**config.mk**
```make
export PLATFORM = sky130hd
export DESIGN_NAME = csv_field_tokenizer_unit
export DESIGN_NICKNAME = d
export VERILOG_FILES = /design/src/sv/csvft_pkg.sv /design/src/sv/csv_field_tokenizer_unit.sv
export SDC_FILE = /design/constraint.sdc
export NUM_CORES = 1
export LEC_CHECK = 0
export ABC_AREA = 1
export CORE_MARGIN = 2
export CORE_UTILIZATION = 37
export DETAILED_ROUTE_END_ITERATION = 12
export DONT_BUFFER_PORTS = 1
export GPL_ROUTABILITY_DRIVEN = 0
export GPL_TIMING_DRIVEN = 0
export HOLD_SLACK_MARGIN = 0.08
export PLACE_DENSITY = 0.59
export SLEW_MARGIN = 20
export SYNTH_ARGS = -nofsm -noshare
export SYNTH_HDL_FRONTEND = slang
export SYNTH_SLANG_ARGS = --single-unit
export TNS_END_PERCENT = 20
```
**constraint.sdc**
```tcl
create_clock -name clk_i -period 4.9 [get_ports clk_i]
set_input_delay 0.245 -clock clk_i [delete_from_list [all_inputs] [get_ports clk_i]]
set_output_delay 0.245 -clock clk_i [all_outputs]
set_load 0.005 [all_outputs]
```
**src/sv/csvft_pkg.sv**
```systemverilog
// csvft_pkg: shared constants and types of the csv field tokenizer
// holds field widths, limits, quote tracker codes and register indexes
// no dependencies
package csvft_pkg;

  // field widths
  localparam int unsigned ByteW   = 8;
  localparam int unsigned RowW    = 16;
  localparam int unsigned ColW    = 10;
  localparam int unsigned LenW    = 8;
  localparam int unsigned CfgIdxW = 8;
  localparam int unsigned OutDataW = 48;  // 43 bits of fields, padded to bytes

  // saturation limits
  localparam logic [LenW-1:0] MaxCellLen = 8'd255;
  localparam logic [RowW-1:0] MaxRow     = 16'd65535;
  localparam logic [ColW-1:0] MaxColumn  = 10'd1023;

  // special characters
  localparam logic [ByteW-1:0] ChrNul   = 8'd0;
  localparam logic [ByteW-1:0] ChrLf    = 8'd10;
  localparam logic [ByteW-1:0] ChrQuote = 8'd34;
  localparam logic [ByteW-1:0] ChrSpace = 8'd32;
  localparam logic [ByteW-1:0] ChrTab   = 8'd9;
  localparam logic [ByteW-1:0] ChrCr    = 8'd13;
  localparam logic [ByteW-1:0] ChrComma = 8'd44;

  // quote tracker codes
  localparam logic [1:0] QsStart   = 2'd0;
  localparam logic [1:0] QsInside  = 2'd1;
  localparam logic [1:0] QsOutside = 2'd2;

  // result kinds
  localparam logic KindContent = 1'b0;
  localparam logic KindCellEnd = 1'b1;

  // register indexes
  localparam logic [CfgIdxW-1:0] RegSepA = 8'd0;
  localparam logic [CfgIdxW-1:0] RegSepB = 8'd1;
  localparam logic [CfgIdxW-1:0] RegSepC = 8'd2;
  localparam logic [CfgIdxW-1:0] RegSepD = 8'd3;

  // one result beat
  typedef struct packed {
    logic             item_kind;
    logic [ByteW-1:0] cell_byte;
    logic [RowW-1:0]  cell_row;
    logic [ColW-1:0]  cell_column;
    logic [LenW-1:0]  cell_length;
    logic             overflowed;
  } result_t;

endpackage

```
**src/sv/csv_field_tokenizer_unit.sv**
```systemverilog
// csv_field_tokenizer_unit: splits a byte stream into csv cells with coordinates
// depends on csvft_pkg
//
// channel  dir  handshake                    payload
// s_axis   in   s_axis_tvalid/s_axis_tready  tdata[7:0] in_byte
// m_axis   out  m_axis_tvalid/m_axis_tready  tdata cell fields, tuser item_kind
// cfg      in   cfg_valid_i/cfg_ready_o      cfg_index_i, cfg_data_i
//
// one byte per cycle while m_axis does not stall; a byte that yields a result passes through
// the input register, then quote and cell logic, into the result register and onto m_axis
// the tracker state updates as the byte leaves the input register
// reset clears tracker, length and both stage valids, sets row and column to 1; separator A
// resets to comma, B to D to NUL; a stall on m_axis holds the result register, then the input register, then s_axis
module csv_field_tokenizer_unit (
  input  logic                           clk_i,
  input  logic                           rst_ni,
  input  logic                           s_axis_tvalid,
  output logic                           s_axis_tready,
  input  logic [csvft_pkg::ByteW-1:0]    s_axis_tdata,   // [7:0] in_byte
  output logic                           m_axis_tvalid,
  input  logic                           m_axis_tready,
  // [7:0] cell_byte, [23:8] cell_row, [33:24] cell_column,
  // [41:34] cell_length, [42] overflowed, [47:43] zero
  output logic [csvft_pkg::OutDataW-1:0] m_axis_tdata,
  output logic                           m_axis_tuser,   // [0] item_kind
  input  logic                           cfg_valid_i,
  output logic                           cfg_ready_o,
  input  logic [csvft_pkg::CfgIdxW-1:0]  cfg_index_i,
  input  logic [csvft_pkg::ByteW-1:0]    cfg_data_i
);
  import csvft_pkg::*;

  logic [ByteW-1:0] sep_a_q, sep_b_q, sep_c_q, sep_d_q;
  logic             in_valid_q;
  logic [ByteW-1:0] in_byte_q;
  logic [1:0]       quote_q, quote_d;
  logic [RowW-1:0]  row_q, row_d;
  logic [ColW-1:0]  col_q, col_d;
  logic [LenW-1:0]  len_q, len_d;
  logic             drop_q, drop_d;
  logic             out_valid_q;
  result_t          out_q, res_d;
  logic             emit;
  logic             advance;
  logic             is_nl, is_ws, is_sep, is_quote, run_cell;

  // configuration registers, always ready
  assign cfg_ready_o = 1'b1;

  always_ff @(posedge clk_i or negedge rst_ni) begin
    if (!rst_ni) begin
      sep_a_q <= ChrComma;
      sep_b_q <= ChrNul;
      sep_c_q <= ChrNul;
      sep_d_q <= ChrNul;
    end else if (cfg_valid_i) begin
      case (cfg_index_i)
        RegSepA: sep_a_q <= cfg_data_i;
        RegSepB: sep_b_q <= cfg_data_i;
        RegSepC: sep_c_q <= cfg_data_i;
        RegSepD: sep_d_q <= cfg_data_i;
        default: ;
      endcase
    end
  end

  // stage handshake
  assign advance       = in_valid_q && (!out_valid_q || m_axis_tready);
  assign s_axis_tready = !in_valid_q || advance;

  // input register
  always_ff @(posedge clk_i or negedge rst_ni) begin
    if (!rst_ni) begin
      in_valid_q <= 1'b0;
    end else if (s_axis_tready) begin
      in_valid_q <= s_axis_tvalid;
    end
  end

  always_ff @(posedge clk_i) begin
    if (s_axis_tready && s_axis_tvalid) begin
      in_byte_q <= s_axis_tdata;
    end
  end

  // byte classes
  always_comb begin
    is_nl    = (in_byte_q == ChrLf);
    is_quote = (in_byte_q == ChrQuote);
    is_ws    = (in_byte_q == ChrSpace) || (in_byte_q >= ChrTab && in_byte_q <= ChrCr);
    is_sep   = (in_byte_q == ChrNul)
            || (sep_a_q != ChrNul && in_byte_q == sep_a_q)
            || (sep_b_q != ChrNul && in_byte_q == sep_b_q)
            || (sep_c_q != ChrNul && in_byte_q == sep_c_q)
            || (sep_d_q != ChrNul && in_byte_q == sep_d_q);
  end

  // quote tracker and cell logic
  always_comb begin
    quote_d  = quote_q;
    row_d    = row_q;
    col_d    = col_q;
    len_d    = len_q;
    drop_d   = drop_q;
    run_cell = 1'b0;
    emit     = 1'b0;
    res_d.item_kind   = KindContent;
    res_d.cell_byte   = in_byte_q;
    res_d.cell_row    = row_q;
    res_d.cell_column = col_q;
    res_d.cell_length = len_q;
    res_d.overflowed  = 1'b0;

    if (is_nl) begin
      run_cell = 1'b1;
      quote_d  = QsStart;
    end else if (is_ws) begin
      run_cell = 1'b1;
    end else begin
      case (quote_q)
        QsInside: begin
          if (is_sep) begin
            run_cell = 1'b0;
          end else if (is_quote) begin
            quote_d = QsOutside;
          end else begin
            run_cell = 1'b1;
          end
        end
        QsOutside: begin
          if (is_sep) quote_d = QsStart;
          run_cell = 1'b1;
        end
        default: begin
          if (is_quote) begin
            quote_d = QsInside;
          end else if (is_sep) begin
            run_cell = 1'b1;
          end else begin
            run_cell = 1'b1;
            quote_d  = QsOutside;
          end
        end
      endcase
    end

    if (run_cell) begin
      if (is_nl || is_sep) begin
        // close the cell and move the coordinates
        if (len_q != '0) begin
          emit = 1'b1;
          res_d.item_kind  = KindCellEnd;
          res_d.cell_byte  = ChrNul;
          res_d.overflowed = drop_q;
        end
        len_d  = '0;
        drop_d = 1'b0;
        if (is_nl) begin
          if (row_q != MaxRow) row_d = row_q + RowW'(1);
          col_d = ColW'(1);
        end else if (col_q != MaxColumn) begin
          col_d = col_q + ColW'(1);
        end
      end else if (len_q != MaxCellLen) begin
        len_d = len_q + LenW'(1);
        emit  = 1'b1;
        res_d.cell_length = len_q + LenW'(1);
      end else begin
        drop_d = 1'b1;
      end
    end
  end

  // tracker state
  always_ff @(posedge clk_i or negedge rst_ni) begin
    if (!rst_ni) begin
      quote_q <= QsStart;
      row_q   <= RowW'(1);
      col_q   <= ColW'(1);
      len_q   <= '0;
      drop_q  <= 1'b0;
    end else if (advance) begin
      quote_q <= quote_d;
      row_q   <= row_d;
      col_q   <= col_d;
      len_q   <= len_d;
      drop_q  <= drop_d;
    end
  end

  // result register
  always_ff @(posedge clk_i or negedge rst_ni) begin
    if (!rst_ni) begin
      out_valid_q <= 1'b0;
    end else if (advance && emit) begin
      out_valid_q <= 1'b1;
    end else if (m_axis_tready) begin
      out_valid_q <= 1'b0;
    end
  end

  always_ff @(posedge clk_i) begin
    if (advance && emit) begin
      out_q <= res_d;
    end
  end

  assign m_axis_tvalid = out_valid_q;
  assign m_axis_tuser  = out_q.item_kind;
  assign m_axis_tdata  = {5'b0, out_q.overflowed, out_q.cell_length, out_q.cell_column,
                          out_q.cell_row, out_q.cell_byte};

  // checks on the tokenizer logic
  a_coord_nonzero: assert property (@(posedge clk_i) disable iff (!rst_ni)
    (row_q != '0) && (col_q != '0))
    else $error("row or column counter reached zero");

  a_content_len: assert property (@(posedge clk_i) disable iff (!rst_ni)
    (m_axis_tvalid && m_axis_tuser == KindContent) |->
      (out_q.cell_length != '0 && !out_q.overflowed))
    else $error("content beat with zero length or overflow flag");

  a_end_byte: assert property (@(posedge clk_i) disable iff (!rst_ni)
    (m_axis_tvalid && m_axis_tuser == KindCellEnd) |->
      (out_q.cell_byte == ChrNul && out_q.cell_length != '0))
    else $error("cell end beat with content byte or empty cell");

  a_drop_full: assert property (@(posedge clk_i) disable iff (!rst_ni)
    drop_q |-> (len_q == MaxCellLen))
    else $error("drop flag set below the length limit");

  a_nl_resets: assert property (@(posedge clk_i) disable iff (!rst_ni)
    (advance && is_nl) |=> (col_q == ColW'(1) && quote_q == QsStart && len_q == '0))
    else $error("newline did not restart the row");

endmodule
```
==> summary.txt <==
DP Area: 6570 um^2
Cell Area, Synth: 6240 um^2
Post-Place Setup Slack: 1.89 ns
drt wl/cell: 14.4 um
Fin Setup TNS: 0 ns
Total GRT Usage: 16.6%
Netlist cell types: 45
Reg power frac: 44.3%
yosys warns: 0
drc violations: 0
DP Wirelength: 9.87 mm
worst r2r dst: m_axis_tdata[12]
clock-pin transition on the worst setup and hold timing paths: 0.06 ns
startpoint types: register
Reg2Reg Setup Slack: 1.92 ns
H-tree depth: 4
Via Count: 4826
core area: 16500 um^2
DR pass1 iterations: 6
TritonCTS clock tree: built
Hold Crit Class: primary input to register
n_diodes: 0
wire length of the first global-routing pass: 23.2 mm
total CTS buffers: 17
max-slew violations: 0
Slew @ Worst Pin: 0.778 ns
Int Pwr: 2.23 mW
commonest cells after routing, fill and taps aside: nand2_1 (154), inv_1 (73), nor2_1 (70)
Total Power: 3.17 mW
Final Util: 44.4%
ys async rst share: 57.7%
Post-Synthesis Cells: 690
final WL: 13.9 mm
crit path DAT: 3.10 ns
Reg-to-Reg Start: in_byte_q[4]
Finish-stage setup viols: 0
Critical Path RT: 5.02 ns
area occupied by multi-input gates: 2420 um^2
min-delay src: cfg_data_i[0]
P&R area growth vs syn: 17.6%
Root Driver: clkbuf_16
Seq cells post-synth: 123
synthesized area per cell: 9.05 um^2
clk_skew: 0.0100 ns
initial antenna violation count: 0
worst hold margin: 0.100 ns
status: completed
total grt overflow: 0
CP max FO: 23
number of synthesized flops with an enable pin: 52
fmax: 0.335 GHz
setup ws final: 1.92 ns
Finished Cell Area: 7340 um^2
First DRT Iteration DRCs: 456
layout cell share with drive strength beyond 1: 13.8%
Setup Buffers After CTS: 0
worst-skew pair later-pin latency: 0.42 ns
die area: 17900 um^2
vias per inst: 5.00
fin nets: 768
min cycle time layout: 2.98 ns
critical path class: register to register
post-route ant nets: 0
power per standard cell area: 432 nW/um^2
Seq/Total Area, Yosys: 53.6%
Clock power frac: 37.6%
number of port buffers: 0
crit end category: register
Logic pwr share: 18.1%
row count: 47
Max Cap Viol: 0
# IOs: 81
Hold Vio Cnt, Final: 0
Reg area: 3340 um^2
Worst slew margin: 48.0%
final critical-path share of the clock period: 60.8%
vias in the first global route: 4724
cell depth of the worst hold path: 2
RSZ-0062 raised after global routing: false
die width: 134 um
Psw: 0.937 mW
clock tree buffer depth: 2
Filler cells: 1584
top_reg_cell synth: dfrtp_1
Leakage Power: 3.01 nW
Sw Share: 29.6%
die height: 134 um
VDD IR-drop max: 0.268 mV
pin count of the biggest net entering global routing: 72
placed insts: 915
Sink Count: 123
most common cell after layout, fill and taps aside: nand2_1
Hold Path Sink: sep_a_q[0]
Final Non-Filler Cells: 966
Initial Utilization: 37.8%
Worst R2R Path Depth: 10
[flip-flops by register name, summed over array words and instances, names as in the netlist]
signal	count
in_valid_q	1
row_q	16
m_axis_tvalid	1
m_axis_tuser	1
m_axis_tdata	43
sep_c_q	8
col_q	10
sep_a_q	8
sep_b_q	8
len_q	8
drop_q	1
quote_q	2
sep_d_q	8
in_byte_q	8
[power by group through the flow]
stage / logic [mW] / registers, mW / clock network, mW
finish: 0.574 / 1.40 / 1.19
global route: 0.640 / 1.43 / 1.27
CTS: 0.576 / 1.41 / 1.22
detailed placement: 0.547 / 1.43 / 0
global placement: 0.502 / 1.43 / 0
floorplan: 0.399 / 1.40 / 0
[kinds of logic (layout without fill, tap and decap cells)]
group,after synthesis,after routing,share of synthesized area (%)
AOI/OAI and AO/OA,82,82,7.80
DFF,123,123,53.6
adders and majority gates,6,6,1.20
xor gates and xnor gates,26,26,3.65
and+or+nand+nor,342,342,25.7
buffers and inverters,109,161,7.96
other,2,6,0.120
[routing by layer]
layer / vias up / routed length [um] / global-route usage, %
met1: 2279 / 6250 / 21.0
met4: 0 / 365 / 7.57
met2: 161 / 6640 / 27.2
met5: - / 0 / 0
li1: 2364 / - / -
met3: 22 / 688 / 3.78
[synth_stat cells, types with 2 or more instances]
cell      instances  share of area [%]
inv_1            73                4.4
nand3_2           4               0.64
nand4_1          37                3.7
a21oi_1           5               0.40
inv_2             8               0.48
o21ai_2          10                1.4
buf_6             3               0.54
xor2_1           10                1.4
nand2_4           3               0.54
nor3_1           12               0.96
o21ai_0          58                4.7
clkbuf_1          9               0.54
nand3b_1          2               0.24
nand2_2          13                1.3
dfstp_2           5                2.1
nand2_1         154                9.3
nor3b_1           2               0.24
nor4_1            7               0.70
nand3_1          27                2.2
nor2_1           71                4.3
xnor2_1          16                2.2
edfxtp_1         52                 25
dfrtp_1          66                 26
buf_4            14                1.7
conb_1            2               0.12
o21ai_1           2               0.16
nor2_4            2               0.36
ha_1              6                1.2
[worst max path at each step]
stage	end	start	depth (start not counted)	slack, ns
global placement	m_axis_tdata[14]	in_byte_q[4]	9	-0.005
detailed placement	m_axis_tdata[12]	in_byte_q[4]	10	1.89
floorplan	m_axis_tdata[0]	in_byte_q[3]	15	1.06
global route	m_axis_tdata[14]	in_byte_q[4]	10	1.70
finish	m_axis_tdata[12]	in_byte_q[4]	10	1.92
CTS	m_axis_tdata[12]	in_byte_q[4]	10	1.87
[cell type report]
cell class                      instances  share of cell area, %
Timing Repair Buffer                   20                   3.21
Sequential cell                       123                   45.6
Tap cell                              220                   3.75
Inverter                               81                   4.14
Buffer                                 28                   2.63
Multi-Input combinational cell        462                   33.0
Clock buffer                           20                   5.95
Clock inverter                         12                   1.72
[worst max-delay path, cell delays in order (launching register included)]
cell and delay (ns):
edfxtp_1 0.52, inv_2 0.16, nand3_2 0.14, nor4_4 0.41
inv_2 0.12, nand3_2 0.20, nand2_1 0.07, inv_1 0.07
nor2_1 0.08, nor2_4 0.63, buf_16 0.25
[repair_timing]
item / in CTS / in global routing
endpoints found under the hold margin: 100 / 0
gates resized for setup: 0 / 0
hold buffers: 19 / 0
Power figures use the tool's default switching activity.
